File: config.mk
export PLATFORM = sky130hd
export DESIGN_NAME = rnta_ctrl
export DESIGN_NICKNAME = d
export VERILOG_FILES = /design/src/ring_node_table_aging_core_defines.svh /design/src/rnta_pkg.sv /design/src/rnta_ctrl.sv
export SDC_FILE = /design/constraint.sdc
export NUM_CORES = 1
export LEC_CHECK = 0
export BUFFER_PORTS_ARGS = -buffer_cell sky130_fd_sc_hd__buf_2
export CORE_AREA = 3 3 40 42
export CTS_BUF_LIST = sky130_fd_sc_hd__clkbuf_8
export DETAILED_ROUTE_END_ITERATION = 16
export DIE_AREA = 0 0 43 45
export HOLD_SLACK_MARGIN = 0.12
export PLACE_DENSITY = 0.44
export SLEW_MARGIN = 25
export SYNTH_ARGS = -nofsm -noshare
export SYNTH_HDL_FRONTEND = slang
export SYNTH_SLANG_ARGS = --single-unit
File: constraint.sdc
create_clock -name clock -period 1.53 [get_ports clock]
set_input_delay 0.0765 -clock clock [delete_from_list [all_inputs] [get_ports clock]]
set_output_delay 0.0765 -clock clock [all_outputs]
set_load 0.1 [all_outputs]
File: src/ring_node_table_aging_core_defines.svh
// Assertion macros for the ring node table aging core.
`ifndef RING_NODE_TABLE_AGING_CORE_DEFINES_SVH
`define RING_NODE_TABLE_AGING_CORE_DEFINES_SVH

// Same-cycle implication, disabled during reset.
`define RNTA_ASSERT_NOW(label, clk, rst, ante, cons) \
   label: assert property (@(posedge clk) disable iff (rst) (ante) |-> (cons)) \
      else $error("rnta same-cycle check failed");

// Next-cycle implication, disabled during reset.
`define RNTA_ASSERT_NEXT(label, clk, rst, ante, cons) \
   label: assert property (@(posedge clk) disable iff (rst) (ante) |=> (cons)) \
      else $error("rnta next-cycle check failed");

`endif

File: src/rnta_pkg.sv
// Shared types and constants for the ring node table aging core.
package rnta_pkg;

   localparam int TABLE_ENTRIES = 32;
   localparam int IDX_W         = $clog2(TABLE_ENTRIES);
   localparam int CNT_W         = $clog2(TABLE_ENTRIES + 1);
   localparam int MAC_W         = 48;
   localparam int SEQ_W         = 8;
   localparam int TLV_W         = 24;
   localparam int CFG_W         = 8;

   localparam logic [CFG_W-1:0] LIFETIME_RESET = 8'd60;
   localparam logic [CFG_W-1:0] AGE_STEP_RESET = 8'd2;

   typedef enum logic {
      CSR_ENTRY_LIFETIME = 1'b0,
      CSR_AGE_STEP       = 1'b1
   } csr_index_type;

   typedef enum logic {
      OP_UPDATE = 1'b0,
      OP_TICK   = 1'b1
   } op_type;

   typedef enum logic {
      PATH_LEFT  = 1'b0,
      PATH_RIGHT = 1'b1
   } path_type;

   typedef enum logic [1:0] {
      STATUS_REFRESHED = 2'd0,
      STATUS_INSERTED  = 2'd1,
      STATUS_FULL      = 2'd2,
      STATUS_TICK_DONE = 2'd3
   } status_type;

   typedef struct packed {
      logic [MAC_W-1:0] key;
      logic [MAC_W-1:0] redbox;
      logic [TLV_W-1:0] tlv;
      logic [SEQ_W-1:0] seq_left;
      logic [SEQ_W-1:0] seq_right;
      logic [CFG_W-1:0] lifetime;
   } entry_type;

   localparam int ENTRY_W = $bits(entry_type);

   typedef struct packed {
      logic start;
      logic scan;
      logic write;
      logic mark_full;
      logic commit_tick;
      logic load_rsp;
   } ctrl_cmd_type;

   typedef struct packed {
      logic op_tick;
      logic match;
      logic scan_done;
      logic table_full;
   } dp_status_type;

endpackage

File: src/rnta_ctrl.sv
// Controller state machine for the ring node table aging core.
module rnta_ctrl (
   input  logic                    clock,
   input  logic                    reset,
   input  logic                    req_valid,
   output logic                    req_stall,
   output logic                    rsp_valid,
   input  logic                    rsp_stall,
   output rnta_pkg::ctrl_cmd_type  ctrl_cmd,
   input  rnta_pkg::dp_status_type dp_status
);
   import rnta_pkg::*;

   typedef enum logic [3:0] {
      ST_IDLE   = 4'b0001,
      ST_SCAN   = 4'b0010,
      ST_WRITE  = 4'b0100,
      ST_FINISH = 4'b1000
   } state_type;

   state_type state_ff, state_in;
   logic      rsp_valid_ff, rsp_valid_in;

   always_comb begin
      state_in = state_ff;
      ctrl_cmd = '0;
      unique case (state_ff)
         ST_IDLE: begin
            if (req_valid) begin
               ctrl_cmd.start = 1'b1;
               state_in       = ST_SCAN;
            end
         end
         ST_SCAN: begin
            ctrl_cmd.scan = 1'b1;
            priority if (dp_status.op_tick) begin
               if (dp_status.scan_done) begin
                  ctrl_cmd.commit_tick = 1'b1;
                  state_in             = ST_FINISH;
               end
            end else if (dp_status.match) begin
               state_in = ST_WRITE;
            end else if (dp_status.scan_done) begin
               if (dp_status.table_full) begin
                  ctrl_cmd.mark_full = 1'b1;
                  state_in           = ST_FINISH;
               end else begin
                  state_in = ST_WRITE;
               end
            end
         end
         ST_WRITE: begin
            ctrl_cmd.write = 1'b1;
            state_in       = ST_FINISH;
         end
         ST_FINISH: begin
            if (!rsp_valid_ff || !rsp_stall) begin
               ctrl_cmd.load_rsp = 1'b1;
               state_in          = ST_IDLE;
            end
         end
         default: state_in = ST_IDLE;
      endcase
   end

   assign rsp_valid_in = ctrl_cmd.load_rsp | (rsp_valid_ff & rsp_stall);

   always_ff @(posedge clock) begin
      if (reset) begin
         state_ff     <= ST_IDLE;
         rsp_valid_ff <= 1'b0;
      end else begin
         state_ff     <= state_in;
         rsp_valid_ff <= rsp_valid_in;
      end
   end

   assign req_stall = (state_ff != ST_IDLE);
   assign rsp_valid = rsp_valid_ff;

endmodule

=== Yosys cells after proc, flatten, opt, wreduce, memory -nomap -nowiden ===
Cells that the tools add are included.

* Add/subtract/negate cells: 0
* $lt $le $gt $ge: 0
* Div/mod/pow operators: 0
* Muxes and demuxes: 21
* Shift-type cells: 0
* Reductions and logical operators: 4
* Equal/unequal tests: 9
* Bitwise gates (word level): 2
* Multipliers: 0

{| class="wikitable"
|+ Operators with widths
! kind !! count
|-
| two-way mux 4 bit || 7
|-
| one-hot mux 4 bit (4 select lines) || 1
|-
| two-way mux 1 bit || 12
|-
| != test 3 bit (second input constant) || 2
|-
| == test 4 x 1 -> 1 bit (second input constant) || 1
|-
| == test 4 x 2 -> 1 bit (second input constant) || 1
|-
| == test 4 x 3 -> 1 bit (second input constant) || 1
|-
| == test 4 bit (second input constant) || 1
|-
| != test 2 bit (second input constant) || 2
|-
| != test 4 x 1 -> 1 bit (second input constant) || 1
|-
| AND reduction 4 bit || 1
|-
| zero test 1 bit || 2
|-
| two-way mux 2 bit || 1
|-
| AND 1 bit || 1
|-
| logical OR 1 bit || 1
|-
| bitwise OR 1 bit || 1
|}

* Output and inout port bits: 8
* Memories kept: 0
* Memory bits (writable): 0
* Bits in registers: 5
* ROM bits: 0
* Logic and storage cells: 38
* Bits of input ports: 8
* Latch bits: 0

=== Depth between registers and ports, before layout ===
Gate-level depths: netlist (run 1).

* Depth in word-level cells: 5
* Gate-level depth with buffers: 5
* Mapped depth without buffers: 5

=== Worst setup path before layout (run 1) ===
OpenSTA, ideal clock, no wires.

* Path kind: flip-flop to flip-flop
* Start: register state_ff[2]
* End: register state_ff[3]
* Clock period less this slack: 2718 ps
* Path slack: -1188 ps
* Setup time: 58 ps
* Buffers on the path: 0
* Stages on the path, launching flop included: 5
* Data required time: 1472 ps
* Data arrival time: 2660 ps
* Path through: dfxtp_1 nor4b_2 inv_1 a211oi_1 o21ba_1

* Longest elaborated chain between the ends: 3
* Elaborated cells on any way between the ends: 10
* Classes of those cells: 8 x eq/ne; 1 x mux; 1 x reduce/logical

{| class="wikitable"
|+ Ends and longest elaborated chain
! item !! line !! text
|-
| from (decl) || rnta_ctrl.sv:21 || <nowiki>state_type state_ff, state_in;</nowiki>
|-
| from (signal assigned) || rnta_ctrl.sv:73 || <nowiki>state_ff <= state_in;</nowiki>
|-
| == test 4 x 2 -> 1 bit, or another cell as far along || rnta_ctrl.sv:27 || <nowiki>unique case (state_ff)</nowiki>
|-
| != test 3 bit (no source line) or != test 2 bit (tied branches) || n/a ||
|-
| AND reduction 4 bit (no source line) || n/a ||
|}

Parallel ways exist; a longest one is shown, timed or not.
A chain may end at the register's enable or synchronous reset.

==> metrics, run 1 <==
Starting DRT DRC Count 5; Final ANT Viol Nets 0; LEAKAGE 0.261 nW; Boundary Pins 16; Final Skew 0.622 ps; period utilization 101%; DR pass1 iterations 4; Non-Filler Instances 71; fin crit period 1550 ps; synthesized area 305 um^2; Die W 43 um; RSZ-0062 raised after global routing true; Clock Latency Late Sink 220 ps; I/O Buffers 15; critical path class reg -> out; Inserted Diodes 0; failing checks negative setup slack; WL final 885 um; Sink Count 5; slowest CP cell or4b_4; Core Box Area 1280 um^2; Clock H-tree levels 1; Min-Delay Path Class in -> reg; crit start category flip-flop; Worst path top cell family by delay simple AND/OR/NAND/NOR gates; fin util 48.5%; GRT Overall Usage 10.8%; CTS clk-pin slew, worst paths 40 ps; pre-CTS setup slack 56.5 ps; post-synth net total 39; crit end category output pin; initial antenna violation count 0; gpl congestion 0.687; Die Footprint 1940 um^2; TritonCTS Buffers 3; setup TNS -20.2 ps; worst path cell trace or4b_4 > a21oi_4 > buf_12; Worst Path Required 1450 ps; die height 45 um; detailed placement HPWL 692 um; Layout area overhead 104%; Slew headroom 67.9%; #FFs+latches synth 5; Achievable Freq 645 MHz; Syn Area/Cell 9.85 um^2; crit-path max cell delay 560 ps; Via-to-Cell Ratio 4.72; Placed Cells 63; Tot Pwr 0.545 mW; first-pass GRT wire length 1500 um; Final Hold Fails 0; DRC Markers 0; Cells after Synth 31; initial core utilization 23.8%; status complete, but fails checks; CTS tree yes; Bufs on Longest Clock Path 2; Rows 13; Bufs and invs on worst path 1; final setup vio count 1; via count 335; Slew @ Worst Pin 485 ps; remaining global-route overflow 0; CP max FO 4; largest net degree at the start of global routing 8; Worst Path Arrival 1470 ps; max-cap violations 0; vias in the first global route 349; share of layout cells above drive strength 1 67.9%; pins over their slew limit 0; post-route setup slack -20.2 ps; Seq/Total Area, Yosys 32.8%; library cells used by synthesis 21; YS warnings 0; PD cells 874 nW/um^2; Final Net Count 65; total of fill cells in the finished design 128; worst vdd ir 559 uV; Avg WL per Cell 12.5 um; CTS root buffer clkbuf_8
==> cell usage after synthesis <==
library cell,n,area [um^2]
o21ba_1,1,10.0
nor4b_4,1,23.8
a211oi_1,1,7.51
o41ai_1,1,8.76
inv_1,2,7.51
and4b_1,1,10.0
and2b_2,1,8.76
and2_1,1,6.26
and4b_2,1,11.3
nor4b_2,2,30.0
nor3b_2,1,12.5
nor2b_1,1,6.26
o21ai_1,1,5.00
a21oi_1,2,10.0
dfxtp_1,5,100
or4b_1,1,10.0
nand2_1,1,3.75
nor2_1,4,15.0
nor2_2,1,6.26
and3_2,1,7.51
nor3_1,1,5.00
==> logic make-up (layout without fill, tap and decap cells) <==
logic type,count (synthesis),count (layout),share of synthesized area [%]
AO/OA/AOI/OAI,6,6,13.5
flip-flops,5,5,32.8
AND/OR/NAND/NOR,18,18,51.2
buffers and inverters,2,27,2.46
==> final timing paths <==
| kind | slack, ps | to | start | depth (start not counted) |
|---|---|---|---|---|
| setup / recovery | -20 | ctrl_cmd[0] | state_ff[0] | 3 |
| hold / removal | 190 | rsp_valid | rsp_stall | 3 |
| setup reg to reg | 130 | state_ff[3] | state_ff[0] | 4 |
| hold reg to reg | 540 | rsp_valid | rsp_valid | 2 |
==> tightest hold or removal path, cell delays in order <==
cell and delay (ps):
buf_2 120, nand2_1 90, a21oi_1 60
==> cell usage in the layout (no fill, tap or decap) <==
cell type | synthesis | routed
and2_2 | 0 | 1
nor3b_2 | 1 | 1
a21oi_4 | 0 | 1
dlygate4sd3_1 | 0 | 1
buf_12 | 0 | 6
a21oi_1 | 2 | 1
nor2_2 | 1 | 1
dfxtp_1 | 5 | 1
nor3_1 | 1 | 1
o21ai_1 | 1 | 1
and3_4 | 0 | 1
o21ba_1 | 1 | 1
dfxtp_2 | 0 | 2
a211oi_1 | 1 | 1
and4b_4 | 0 | 1
buf_4 | 0 | 5
and4b_1 | 1 | 1
nor2b_1 | 1 | 1
dfxtp_4 | 0 | 2
nor4b_2 | 2 | 1
nand2_1 | 1 | 1
o41ai_1 | 1 | 1
clkbuf_8 | 0 | 3
or4b_4 | 0 | 1
nor2_1 | 4 | 4
and2b_2 | 1 | 1
inv_1 | 2 | 3
buf_2 | 0 | 9
nor4b_4 | 1 | 2
==> where the power goes <==
part	internal, mW	total (mW)	switching [mW]	leakage (nW)
Sequential	0.137	0.148	0.0102	0.0425
Clock	0.172	0.235	0.0629	0.0269
Combinational	0.0568	0.162	0.105	0.192
Total	0.366	0.545	0.178	0.261
==> flip-flops by register name (all words and copies together) (netlist names) <==
signal,flops
rsp_valid,1
state_ff,4
==> per-stage QoR <==
stage | hold slack (ps) | instance area (um^2)
finish | 187 | 623
floorplan | 146 | 329
detailed placement | 278 | 528
global route | 194 | 623
global placement | 283 | 528
CTS | 179 | 611
==> area by class of cell <==
class | instances | area [um^2] | area share [%]
Clock buffer | 3 | 41.3 | 6.63
Tap cell | 15 | 18.8 | 3.01
Sequential cell | 5 | 110 | 17.7
Multi-Input combinational cell | 24 | 229 | 36.7
Timing Repair Buffer | 21 | 213 | 34.1
Clock inverter | 1 | 3.75 | 0.602
Inverter | 2 | 7.51 | 1.20
==> metal layers <==
metal	GRT usage [%]	wire length, um	part of all wire, %	up-vias
met5	0	0	0	-
met4	7.23	0	0	0
met3	3.59	67	7.6	0
met2	18.3	485	55	12
met1	11.6	332	38	158
li1	-	-	-	165
==> what timing repair did <==
item / CTS / global route
pin swaps: 2 / 3
gates resized for setup: 3 / 2
hold endpoints to repair: 3 / 0
hold buffers: 1 / 0
buffers inserted: 2 / 1
setup endpoints to repair: 2 / 4
No activity file was read; power rests on OpenSTA's default activity.
==> run 2, diff against run 1 <==
SKIP_LAST_GASP = 1   (was unset)
clock period = 1.97 ns   (was 1.53 ns; I/O delays follow)
==> run 2 against run 1 <==
The run now ends clean. Sequential cell count stayed put. Routed wire length decreased by 18%. Sequential share of layout area up 4.1 points. Largest power group unchanged.
==> metrics, run 2 (synthesized netlist as in run 1, its figures left out) <==
remaining global-route overflow 0 (unchanged); leading cell type in the layout, fill and taps excluded buf_2; pins over their slew limit 0 (unchanged); cell internal pwr 0.268 mW (-27%); gpl congestion 0.670 (-2.5%); CP Launch Point state_ff[3]; worst r2r path cells 4 (unchanged); Slew headroom 67.5% (-0.36 points); Comb power frac 25.8% (-4.0 points); Clock Latency Late Sink 210 ps (about the same); period utilization 93.8%; share of layout cells above drive strength 1 58.8% (-9.0 points); WL final 726 um (-18%); TritonCTS Buffers 3 (unchanged); Achievable Freq 541 MHz; Avg WL per Cell 11.0 um (-12%); CTS clk-pin slew, worst paths 40 ps (about the same); detailed placement HPWL 648 um (-6.5%); Rows 13 (unchanged); LEAKAGE 0.214 nW (-18%); die height 45 um (unchanged); fin crit period 1850 ps; Biggest register state_ff; sw power 0.130 mW (-27%); fin util 37.1% (-11 points); pre-CTS setup slack 338 ps (+281 ps); Worst Path Required 1870 ps (+420 ps); Tot Pwr 0.398 mW (-27%); GRT Overall Usage 8.66% (-2.2 points); Clock power frac 44.9% (+1.8 points); Boundary Pins 16 (unchanged); PD cells 835 nW/um^2 (-4.5%); initial antenna violation count 0 (unchanged); via count 304 (-9.3%); final setup vio count 0 (-1); Seq pwr share 29.3% (+2.2 points); Bufs on Longest Clock Path 2 (unchanged); Slew @ Worst Pin 491 ps (+5.50 ps); post-route setup slack 121 ps (+141 ps); Core Box Area 1280 um^2 (unchanged); Final ANT Viol Nets 0 (unchanged); switching share of total power 32.7% (-0.079 points); crit start category flip-flop; largest net degree at the start of global routing 8 (unchanged); Sink Count 5 (unchanged); CTS root buffer clkbuf_8; vias in the first global route 312 (-11%); Die W 43 um (unchanged); initial core utilization 23.8% (unchanged); critical path class reg -> out; Min-Delay Path Class in -> reg; Layout area overhead 56.1%; RSZ-0062 raised after global routing false; DRC Markers 0 (unchanged); max-cap violations 0 (unchanged); Final Hold Fails 0 (unchanged); most frequent cells in the layout 15 x buf_2, 4 x nor2_1, 3 x inv_1, 3 x clkbuf_8, 3 x dfxtp_2; Final Net Count 60 (-7.7%); number of flip-flops in the largest register 4 (unchanged); worst vdd ir 599 uV (+7.1%); Clock H-tree levels 1 (unchanged); Starting DRT DRC Count 1 (-4); CTS tree yes; CP max FO 4 (unchanged); r2r setup slk 540 ps (+410 ps); Final Skew 0.124 ps (-0.498 ps); Worst Path Arrival 1750 ps (+280 ps); first-pass GRT wire length 1230 um (-18%); status finished, final reports clean; I/O Buffers 15 (unchanged); Worst R2R Start state_ff[2]; DR pass1 iterations 3 (-1); Via-to-Cell Ratio 4.61 (-2.4%); crit end category output pin; critical path endpoint ctrl_cmd[0]; Die Footprint 1940 um^2 (unchanged); Reg2Reg Capture Point state_ff[3]; Inserted Diodes 0 (unchanged)
run 2: changes by cell type in the layout (fill, tap and decap cells not counted), moves of 2 or more:
cell,previous run,this run
buf_4,5,0
buf_2,9,15
buf_12,6,0
dfxtp_4,2,0
run 2: critical path: stages, from the launching register on:
cell	delay, ps
dfxtp_1	450
or4b_1	540
a21oi_2	120
buf_2	430
run 2: metrics by stage:
stage | setup TNS (ps) | hold slack [ps] | instance area (um^2) | instances
after floorplan | -1300 | 168 | 328 | 31
after global placement | 0 | 305 | 422 | 61
after detailed placement | 0 | 307 | 422 | 61
after CTS | 0 | 196 | 477 | 66
after global routing | 0 | 242 | 477 | 66
final | 0 | 201 | 477 | 66
run 2: layer usage:
| metal | GRT usage [%] | wire length (um) | vias to the layer above |
|---|---|---|---|
| met1 | 8.19 | 284 | 138 |
| met5 | 0 | 0 | - |
| li1 | - | - | 156 |
| met3 | 2.79 | 44 | 0 |
| met4 | 5.42 | 0 | 0 |
| met2 | 16.2 | 398 | 10 |
run 2: layout make-up:
type                    instances  area [um^2]
clock buffers                   3         41.3
clock inverters                 1         3.75
fillers                       147          808
inverters                       2         7.51
multi-input cells              24          216
flip-flops and latches          5          104
well taps                      15         18.8
repair buffers                 16         85.1
run 2: how the worst min path moves through the flow:
stage,start,end,cells past startpoint
floorplan,reset,rsp_valid,1
global placement,reset,rsp_valid,2
detailed placement,reset,state_ff[1],2
CTS,rsp_stall,rsp_valid,3
global route,rsp_stall,rsp_valid,3
finish,rsp_stall,rsp_valid,3
run 2: timing repair:
item | 4_1_cts | 5_1_grt
setup buffers | 0 | 0
hold buffers | 1 | 0
resized for setup | 0 | 0
endpoints found under the hold margin | 2 | 0
run 2: power by group through the flow:
stage               Combinational [mW]  Clock (mW)  Sequential [mW]
finish                           0.103       0.179            0.117
global route                     0.109       0.191            0.118
CTS                              0.104       0.188            0.117
detailed placement               0.102           0            0.118
global placement                 0.101           0            0.118
floorplan                       0.0812           0            0.117
