**src/ring_node_table_aging_core_defines.svh**
```systemverilog
// Assertion macros for the ring node table aging core.
`ifndef RING_NODE_TABLE_AGING_CORE_DEFINES_SVH
`define RING_NODE_TABLE_AGING_CORE_DEFINES_SVH

// Same-cycle implication, disabled during reset.
`define RNTA_ASSERT_NOW(label, clk, rst, ante, cons) \
   label: assert property (@(posedge clk) disable iff (rst) (ante) |-> (cons)) \
      else $error("rnta same-cycle check failed");

// Next-cycle implication, disabled during reset.
`define RNTA_ASSERT_NEXT(label, clk, rst, ante, cons) \
   label: assert property (@(posedge clk) disable iff (rst) (ante) |=> (cons)) \
      else $error("rnta next-cycle check failed");

`endif

```
**src/rnta_pkg.sv**
```systemverilog
// Shared types and constants for the ring node table aging core.
package rnta_pkg;

   localparam int TABLE_ENTRIES = 32;
   localparam int IDX_W         = $clog2(TABLE_ENTRIES);
   localparam int CNT_W         = $clog2(TABLE_ENTRIES + 1);
   localparam int MAC_W         = 48;
   localparam int SEQ_W         = 8;
   localparam int TLV_W         = 24;
   localparam int CFG_W         = 8;

   localparam logic [CFG_W-1:0] LIFETIME_RESET = 8'd60;
   localparam logic [CFG_W-1:0] AGE_STEP_RESET = 8'd2;

   typedef enum logic {
      CSR_ENTRY_LIFETIME = 1'b0,
      CSR_AGE_STEP       = 1'b1
   } csr_index_type;

   typedef enum logic {
      OP_UPDATE = 1'b0,
      OP_TICK   = 1'b1
   } op_type;

   typedef enum logic {
      PATH_LEFT  = 1'b0,
      PATH_RIGHT = 1'b1
   } path_type;

   typedef enum logic [1:0] {
      STATUS_REFRESHED = 2'd0,
      STATUS_INSERTED  = 2'd1,
      STATUS_FULL      = 2'd2,
      STATUS_TICK_DONE = 2'd3
   } status_type;

   typedef struct packed {
      logic [MAC_W-1:0] key;
      logic [MAC_W-1:0] redbox;
      logic [TLV_W-1:0] tlv;
      logic [SEQ_W-1:0] seq_left;
      logic [SEQ_W-1:0] seq_right;
      logic [CFG_W-1:0] lifetime;
   } entry_type;

   localparam int ENTRY_W = $bits(entry_type);

   typedef struct packed {
      logic start;
      logic scan;
      logic write;
      logic mark_full;
      logic commit_tick;
      logic load_rsp;
   } ctrl_cmd_type;

   typedef struct packed {
      logic op_tick;
      logic match;
      logic scan_done;
      logic table_full;
   } dp_status_type;

endpackage

```
**src/rnta_ram.sv**
```systemverilog
// Generic simple dual-port RAM with registered read.
module rnta_ram #(
   parameter int WIDTH = 8,
   parameter int DEPTH = 32
) (
   input  logic                     clock,
   input  logic                     wr_en,
   input  logic [$clog2(DEPTH)-1:0] wr_addr,
   input  logic [WIDTH-1:0]         wr_data,
   input  logic [$clog2(DEPTH)-1:0] rd_addr,
   output logic [WIDTH-1:0]         rd_data
);

   logic [WIDTH-1:0] mem_ff [DEPTH];
   logic [WIDTH-1:0] rd_data_ff;

   always_ff @(posedge clock) begin
      if (wr_en) begin
         mem_ff[wr_addr] <= wr_data;
      end
      rd_data_ff <= mem_ff[rd_addr];
   end

   assign rd_data = rd_data_ff;

endmodule

```
**src/rnta_dpath.sv**
```systemverilog
// Datapath of the ring node table aging core: table RAM, counters, config, result.
module rnta_dpath (
   input  logic                        clock,
   input  logic                        reset,
   input  rnta_pkg::ctrl_cmd_type      ctrl_cmd,
   output rnta_pkg::dp_status_type     dp_status,
   input  logic                        csr_wr_en,
   input  logic                        csr_index,
   input  logic [rnta_pkg::CFG_W-1:0]  csr_data,
   input  logic                        req_op,
   input  logic [rnta_pkg::MAC_W-1:0]  req_node_mac,
   input  logic [rnta_pkg::MAC_W-1:0]  req_sender_mac,
   input  logic [rnta_pkg::SEQ_W-1:0]  req_seq_num,
   input  logic [7:0]                  req_tlv_zero_type,
   input  logic [7:0]                  req_tlv_one_type,
   input  logic [7:0]                  req_tlv_two_type,
   input  logic                        req_ring_path,
   output logic [1:0]                  rsp_status,
   output logic [4:0]                  rsp_entry_index,
   output logic [5:0]                  rsp_node_count,
   output logic [5:0]                  rsp_removed_count
);
   import rnta_pkg::*;

   logic [CFG_W-1:0] lifetime_cfg_ff, lifetime_cfg_in;
   logic [CFG_W-1:0] step_cfg_ff, step_cfg_in;
   logic [CNT_W-1:0] vc_ff, vc_in;
   logic [CNT_W-1:0] issue_ff, issue_in;
   logic             pend_ff, pend_in;
   logic             hit_ff, hit_in;

   op_type           op_ff, op_in;
   path_type         path_ff, path_in;
   logic [MAC_W-1:0] key_ff, key_in;
   logic [MAC_W-1:0] redbox_ff, redbox_in;
   logic [SEQ_W-1:0] seq_ff, seq_in;
   logic [TLV_W-1:0] tlv_ff, tlv_in;
   logic [IDX_W-1:0] pend_idx_ff, pend_idx_in;
   logic [IDX_W-1:0] pos_ff, pos_in;
   logic [CNT_W-1:0] wr_ff, wr_in;
   logic [CNT_W-1:0] rem_ff, rem_in;
   logic [SEQ_W-1:0] old_left_ff, old_left_in;
   logic [SEQ_W-1:0] old_right_ff, old_right_in;
   status_type       res_status_ff, res_status_in;
   status_type       rsp_status_ff, rsp_status_in;
   logic [4:0]       rsp_index_ff, rsp_index_in;
   logic [5:0]       rsp_count_ff, rsp_count_in;
   logic [5:0]       rsp_removed_ff, rsp_removed_in;

   logic             ram_we;
   logic [IDX_W-1:0] ram_waddr;
   entry_type        ram_wdata;
   logic [IDX_W-1:0] ram_raddr;
   logic [ENTRY_W-1:0] ram_rdata;
   entry_type        rd_entry;
   logic             issue_more;
   logic             keep;

   rnta_ram #(
      .WIDTH (ENTRY_W),
      .DEPTH (TABLE_ENTRIES)
   ) u_table (
      .clock   (clock),
      .wr_en   (ram_we),
      .wr_addr (ram_waddr),
      .wr_data (ram_wdata),
      .rd_addr (ram_raddr),
      .rd_data (ram_rdata)
   );

   assign rd_entry   = entry_type'(ram_rdata);
   assign issue_more = (issue_ff < vc_ff);
   assign keep       = (rd_entry.lifetime > step_cfg_ff);
   assign ram_raddr  = issue_ff[IDX_W-1:0];

   assign dp_status.op_tick    = (op_ff == OP_TICK);
   assign dp_status.match      = pend_ff && (op_ff == OP_UPDATE) && (rd_entry.key == key_ff);
   assign dp_status.scan_done  = !issue_more && !pend_ff;
   assign dp_status.table_full = (vc_ff >= CNT_W'(TABLE_ENTRIES));

   always_comb begin
      lifetime_cfg_in = lifetime_cfg_ff;
      step_cfg_in     = step_cfg_ff;
      vc_in           = vc_ff;
      issue_in        = issue_ff;
      pend_in         = pend_ff;
      hit_in          = hit_ff;
      op_in           = op_ff;
      path_in         = path_ff;
      key_in          = key_ff;
      redbox_in       = redbox_ff;
      seq_in          = seq_ff;
      tlv_in          = tlv_ff;
      pend_idx_in     = pend_idx_ff;
      pos_in          = pos_ff;
      wr_in           = wr_ff;
      rem_in          = rem_ff;
      old_left_in     = old_left_ff;
      old_right_in    = old_right_ff;
      res_status_in   = res_status_ff;
      rsp_status_in   = rsp_status_ff;
      rsp_index_in    = rsp_index_ff;
      rsp_count_in    = rsp_count_ff;
      rsp_removed_in  = rsp_removed_ff;
      ram_we          = 1'b0;
      ram_waddr       = wr_ff[IDX_W-1:0];
      ram_wdata       = rd_entry;

      if (csr_wr_en) begin
         unique case (csr_index_type'(csr_index))
            CSR_ENTRY_LIFETIME: lifetime_cfg_in = csr_data;
            CSR_AGE_STEP:       step_cfg_in     = csr_data;
            default:            lifetime_cfg_in = lifetime_cfg_ff;
         endcase
      end

      if (ctrl_cmd.start) begin
         op_in     = op_type'(req_op);
         path_in   = path_type'(req_ring_path);
         key_in    = req_node_mac;
         redbox_in = req_sender_mac;
         seq_in    = req_seq_num;
         tlv_in    = {req_tlv_zero_type, req_tlv_one_type, req_tlv_two_type};
         issue_in  = '0;
         pend_in   = 1'b0;
         hit_in    = 1'b0;
         wr_in     = '0;
         rem_in    = '0;
      end

      if (ctrl_cmd.scan) begin
         pend_in     = issue_more;
         pend_idx_in = issue_ff[IDX_W-1:0];
         if (issue_more) begin
            issue_in = issue_ff + 1'b1;
         end
         if (dp_status.match) begin
            hit_in       = 1'b1;
            pos_in       = pend_idx_ff;
            old_left_in  = rd_entry.seq_left;
            old_right_in = rd_entry.seq_right;
         end
         if (dp_status.op_tick && pend_ff) begin
            if (keep) begin
               ram_we             = 1'b1;
               ram_waddr          = wr_ff[IDX_W-1:0];
               ram_wdata          = rd_entry;
               ram_wdata.lifetime = rd_entry.lifetime - step_cfg_ff;
               wr_in              = wr_ff + 1'b1;
            end else begin
               rem_in = rem_ff + 1'b1;
            end
         end
      end

      if (ctrl_cmd.write) begin
         ram_we             = 1'b1;
         ram_wdata.key      = key_ff;
         ram_wdata.redbox   = redbox_ff;
         ram_wdata.tlv      = tlv_ff;
         ram_wdata.lifetime = lifetime_cfg_ff;
         ram_wdata.seq_left  = (path_ff == PATH_LEFT) ? seq_ff :
                               (hit_ff ? old_left_ff : '0);
         ram_wdata.seq_right = (path_ff == PATH_RIGHT) ? seq_ff :
                               (hit_ff ? old_right_ff : '0);
         if (hit_ff) begin
            ram_waddr     = pos_ff;
            res_status_in = STATUS_REFRESHED;
         end else begin
            ram_waddr     = vc_ff[IDX_W-1:0];
            pos_in        = vc_ff[IDX_W-1:0];
            vc_in         = vc_ff + 1'b1;
            res_status_in = STATUS_INSERTED;
         end
      end

      if (ctrl_cmd.mark_full) begin
         res_status_in = STATUS_FULL;
         pos_in        = '0;
      end

      if (ctrl_cmd.commit_tick) begin
         vc_in         = wr_ff;
         res_status_in = STATUS_TICK_DONE;
         pos_in        = '0;
      end

      if (ctrl_cmd.load_rsp) begin
         rsp_status_in  = res_status_ff;
         rsp_index_in   = 5'(pos_ff);
         rsp_count_in   = 6'(vc_ff);
         rsp_removed_in = (op_ff == OP_TICK) ? 6'(rem_ff) : 6'd0;
      end
   end

   always_ff @(posedge clock) begin
      if (reset) begin
         lifetime_cfg_ff <= LIFETIME_RESET;
         step_cfg_ff     <= AGE_STEP_RESET;
         vc_ff           <= '0;
         issue_ff        <= '0;
         pend_ff         <= 1'b0;
         hit_ff          <= 1'b0;
      end else begin
         lifetime_cfg_ff <= lifetime_cfg_in;
         step_cfg_ff     <= step_cfg_in;
         vc_ff           <= vc_in;
         issue_ff        <= issue_in;
         pend_ff         <= pend_in;
         hit_ff          <= hit_in;
      end
   end

   always_ff @(posedge clock) begin
      op_ff          <= op_in;
      path_ff        <= path_in;
      key_ff         <= key_in;
      redbox_ff      <= redbox_in;
      seq_ff         <= seq_in;
      tlv_ff         <= tlv_in;
      pend_idx_ff    <= pend_idx_in;
      pos_ff         <= pos_in;
      wr_ff          <= wr_in;
      rem_ff         <= rem_in;
      old_left_ff    <= old_left_in;
      old_right_ff   <= old_right_in;
      res_status_ff  <= res_status_in;
      rsp_status_ff  <= rsp_status_in;
      rsp_index_ff   <= rsp_index_in;
      rsp_count_ff   <= rsp_count_in;
      rsp_removed_ff <= rsp_removed_in;
   end

   assign rsp_status        = rsp_status_ff;
   assign rsp_entry_index   = rsp_index_ff;
   assign rsp_node_count    = rsp_count_ff;
   assign rsp_removed_count = rsp_removed_ff;

endmodule

```
**config.mk**
```make
export PLATFORM = sky130hd
export DESIGN_NAME = rnta_dpath
export DESIGN_NICKNAME = d
export VERILOG_FILES = /design/src/ring_node_table_aging_core_defines.svh /design/src/rnta_pkg.sv /design/src/rnta_ram.sv /design/src/rnta_dpath.sv
export SDC_FILE = /design/constraint.sdc
export NUM_CORES = 2
export LEC_CHECK = 0
export ABC_AREA = 0
export BUFFER_PORTS_ARGS = -buffer_cell sky130_fd_sc_hd__buf_2
export CAP_MARGIN = 20
export CORE_MARGIN = 1.5
export CORE_UTILIZATION = 60
export DETAILED_ROUTE_END_ITERATION = 8
export PLACE_DENSITY = 0.79
export SLEW_MARGIN = 10
export SYNTH_ARGS = -nofsm -noshare
export SYNTH_HDL_FRONTEND = slang
export SYNTH_HIERARCHICAL = 1
export SYNTH_MEMORY_MAX_BITS = 65536
export SYNTH_SLANG_ARGS = --single-unit
```
**constraint.sdc**
```tcl
create_clock -name clock -period 9.5 [get_ports clock]
set_input_delay 0.95 -clock clock [delete_from_list [all_inputs] [get_ports clock]]
set_output_delay 0.95 -clock clock [all_outputs]
set_load 0.01 [all_outputs]
```
After elaboration in Yosys (flattened, before gate mapping)
Memory sizes are Yosys's and may differ from the RTL's. A register that Yosys moved wholly into a read port is not among the register bits.
Index checks and enable logic that the tools add are counted.
{"block": "totals", "reg_bits": 219, "latch_bits": 0, "mem_bits_rw": 4608, "mem_bits_ro": 0, "inputBits": 148, "out_inout_bits": 23, "elab_cells": 93, "mem_count": 1}
{"block": "classes", "add_sub_neg": 5, "mul": 0, "div_mod_pow": 0, "n_lt_le_gt_ge": 3, "n_eq_ne": 2, "n_shift": 0, "muxes": 42, "bitwise_logic": 2, "reduce_logical": 14}
{"name": "u_table.mem_ff", "words": 32, "width": 144, "read_ports": 1, "rd_ports_with_merged_regs": 1, "wr": 1, "line_no": "rnta_ram.sv:14", "source": "logic [WIDTH-1:0] mem_ff [DEPTH];"}
{"cell": "$mux 144", "count": 1}
{"cell": "$mux 6", "count": 14}
{"cell": "$mux 8", "count": 7}
{"cell": "$eq 48x48->1", "count": 1}
{"cell": "$mux 5", "count": 6}
{"cell": "$add 6x1->6 const B", "count": 4}
{"cell": "$mux 1", "count": 14}
{"cell": "$gt 8x8->1", "count": 1}
{"cell": "$reduce_and 2->1", "count": 4}
{"cell": "$sub 8x8->8", "count": 1}
{"cell": "$ge 6x6->1 const B", "count": 1}
{"cell": "$lt 6x6->1", "count": 1}
{"cell": "$reduce_bool 2->1", "count": 3}
{"cell": "$logic_and 1x1->1", "count": 4}
{"cell": "$logic_not 1->1", "count": 2}
{"cell": "$ne 2x2->1 const B", "count": 1}
{"cell": "$not 1->1", "count": 2}
{"cell": "$reduce_or 2->1", "count": 1}

Depth between registers and ports, before layout
{"block": "depth", "ltp_word": 7, "depth_mapped": 12, "depth_no_buf": 10}

Hierarchy
The synthesis kept the hierarchy.
{"mod": "rnta_ram", "n_inst": 1, "cells_each": 7236, "area_per_inst_um2": 174499.9, "seq_area_each_um2": 141255.5}
{"mod": "rnta_dpath", "n_inst": 1, "cells_each": 862, "area_per_inst_um2": 10682.7, "seq_area_each_um2": 6085.8}

Least setup slack after synthesis
OpenSTA, ideal clock, no wires.
{"block": "synth_path", "kind": "input-to-reg", "start": "input port ctrl_cmd[3] in the netlist's numbering", "end": "memory u_table/mem_ff[4][0] in the netlist's numbering (enable)", "setup_time_ns": 0.650, "t_arrival_ns": 8.668, "required_time_ns": 8.850, "slack_ns": 0.183, "stages": 7, "cell_sequence": "clkbuf_1 > clkbuf_1 > buf_1 > nor2_1 > a21oi_1 > or3b_2 > nor2_1"}
{"block": "synth_via", "word_cells_on_any_way": 4}
{"item": "from (decl)", "line_no": "rnta_dpath.sv:5", "source": "input rnta_pkg::ctrl_cmd_type ctrl_cmd,"}
{"item": "$mux 5", "line_no": "rnta_dpath.sv:156", "source": "if (ctrl_cmd.write) begin"}
{"item": "net ram_waddr[2]", "line_no": "rnta_dpath.sv:51", "source": "logic [IDX_W-1:0] ram_waddr;"}
{"item": "to (decl)", "line_no": "rnta_ram.sv:14"}
The timed path passes the listed nets, and every way through them passes these cells.

==> results.toml <==
[grt]
antenna_found_initial = 4
grt_pass1_vias = 37900
grt_first_pass_wirelength_microns = 261000
gr-usage-all-layers_pct = 28.8
grt_max_degree = 140
grt-ovfl-total = 0

[route]
routed_wl_microns = 182000
drt_iter0_drc = 5411
dr_total_vias = 37400
drt-pass1-iter-count = 8
ant_nets = 0
routed_via_density = 6.88
drc = 10
wire_per_inst_microns = 33.5

[placed_design]
io_buffers = 89
gp_congestion = 0.834
post-place-ws_ns = 4.33
dpl.hpwl_microns = 91900

[clocking]
cts_hold_buf = 0
root_buffer = "clkbuf_16"
clk_pin_slew_ns = 0.06
cts_tree = "built"
clock_path_buffers = 3
clock_latency_ns = 0.83
cts_resized = 0
htree_levels = 4
post_cts_buffers = 0
clock_sinks = 1970
cts_buffers = 186

[hold_path]
min_path_type = "input port to flip-flop"
whs_path_depth = 1
hp-start = "req_node_mac[41]"
hold_path_end = "key_ff[41]"

[final_layout]
final_util_pct = 67.0
num_antenna_cells = 0
layout-drive-gt1-share_pct = 25.2
synthToLayoutAreaGrowth_pct = 10.5
final_nets = 3809

[sta]
finalCritPeriodShare_pct = 55.6
finalClockSkew_ns = 0.0245
setup_viol = 0
finalMaxSlewViolations = 0
slew_headroom_pct = 17.9
tns_ns = 0
hold_viol_final = 0
fin_ws_ns = 4.22
rsz0062_at_grt = "no"
worst_pin_slew_ns = 1.23
max_freq_ghz = 0.189
fin_crit_ns = 5.28

[pwr]
cellLeakagePower_nw = 25.5
switchingPower_mw = 3.70
power.total_mw = 17.6
swShare_pct = 21.0
p_clk_share_pct = 40.9
irDropWorstVdd_uv = 162
cellPowerDensity_mw_per_mm2 = 212
p_comb_share_pct = 3.6
seqPwrFrac_pct = 55.5
p_int_mw = 13.9

[worst_setup_path]
reg2reg_slack_ns = 4.76
crit_type = "flip-flop to output port"
setup.worst_path.end_class = "output port"
cpPeakStageDelay_ns = 1.08
cp.required_ns = 8.55
worst_ep_arrival_time_ns = 4.33
crit_path_max_fanout = 8
cp_slowest_cell = "nor4_1"
r2r_start = "u_table/rd_data[0]"
cp_cell_sequence = "xor2_1, nor4_1, nand4_1, nor3_2, and2_1, buf_2"
start_kind = "flip-flop"
worstReg2RegEnd = "u_table/mem_ff[2][129]"
r2r_cells = 11

[yosys]
syn_area_sq_mm = 0.0752
syn-instance-count = 3570
yosys_warnings = 6
syn_area_per_cell_sq_um = 21.1
syn_nets = 3737

[die]
die_y_microns = 357
core_sq_mm = 0.124
die_x_microns = 357
rows = 129
start_util_pct = 60.6
io_pins = 171
dieArea_sq_mm = 0.127

[status]
outcome = "finished, violations left"
violations = "DRC"

[flow_run]
cap_violations = 0
## layer usage
| metal | GRT usage, % | vias to the layer above | wire [microns] |
|---|---|---|---|
| li1 | - | 15000 | - |
| met1 | 39.1 | 19300 | 64300 |
| met2 | 45.9 | 2722 | 87700 |
| met3 | 6.97 | 456 | 22300 |
| met4 | 11.1 | 4 | 7690 |
| met5 | 0 | - | 21 |
## registers in the layout (all words and copies together) (netlist names)
register,count
u_table/mem_ff,1792
u_table/rd_data,56
key_ff,48
lifetime_cfg_ff,8
step_cfg_ff,8
issue_ff,6
rem_ff,6
rsp_node_count,6
rsp_removed_count,6
vc_ff,6
wr_ff,6
pend_idx_ff,5
pos_ff,5
rsp_entry_index,5
res_status_ff,2
rsp_status,2
hit_ff,1
op_ff,1
pend_ff,1
## final cells by class
cell class | count | area, sq um
sequential | 1970 | 58100
fill | 7315 | 40900
multi-input combinational | 1297 | 15800
clock buffer | 266 | 5170
tap | 1637 | 2050
timing repair buffer | 160 | 1120
clock inverter | 82 | 719
inverter | 27 | 101
## how the worst max path moves through the flow
stage	start	end	slack, ns
3_3_place_gp	ctrl_cmd[4]	u_table/mem_ff[21][126]	4.29
2_1_floorplan	ctrl_cmd[3]	u_table/mem_ff[17][0]	4.19
3_5_place_dp	ctrl_cmd[4]	u_table/mem_ff[31][136]	4.33
4_1_cts	key_ff[35]	dp_status[2]	4.40
5_1_grt	key_ff[35]	dp_status[2]	4.18
6_report	key_ff[35]	dp_status[2]	4.22
## stage by stage
step,std cells,hold slack [ns],instance area (sq um)
global route,5439,0.270,83100
detailed placement,5088,0.435,77100
CTS,5436,0.251,83000
global placement,5085,0.433,77100
floorplan,3570,0.408,75200
finish,5439,0.307,83100
## worst max-delay path, delay by kind of cell, from the launching register on
| family | cells | cell delay (ns) |
|---|---|---|
| buf+inv | 1 | 0.20 |
| simple gates | 4 | 2.58 |
| xor+xnor | 1 | 0.34 |
| flops | 1 | 0.40 |
## cells in the final DEF, fill, tap and decap left out, types with 8 or more instances in the layout
cell type / n
edfxtp_1: 1865
mux2_2: 46
inv_6: 10
o22ai_1: 196
nand2b_1: 10
clkbuf_8: 19
nor2_4: 32
a21oi_1: 33
a22oi_1: 42
clkinv_2: 26
buf_2: 87
dfxtp_1: 103
clkbuf_1: 60
bufinv_16: 8
nand3b_1: 17
mux2i_1: 67
xnor2_1: 11
clkbuf_16: 187
nor2b_1: 29
mux4_2: 420
xor2_1: 34
nor2_1: 39
o21ai_0: 12
nor4_1: 63
nand2_1: 57
ha_1: 18
clkinv_1: 26
nand3_1: 38
buf_4: 63
nand4_1: 18
inv_1: 27
and2_1: 10
## power by group through the flow
| stage | logic, mW | registers, mW | clock network [mW] |
|---|---|---|---|
| 6_report | 0.634 | 9.78 | 7.21 |
| 3_3_place_gp | 0.588 | 9.95 | 0 |
| 4_1_cts | 0.625 | 9.78 | 7.26 |
| 3_5_place_dp | 0.616 | 9.96 | 0 |
| 2_1_floorplan | 0.393 | 9.93 | 0 |
| 5_1_grt | 0.675 | 9.78 | 7.61 |
No activity file was read; power rests on OpenSTA's default activity.
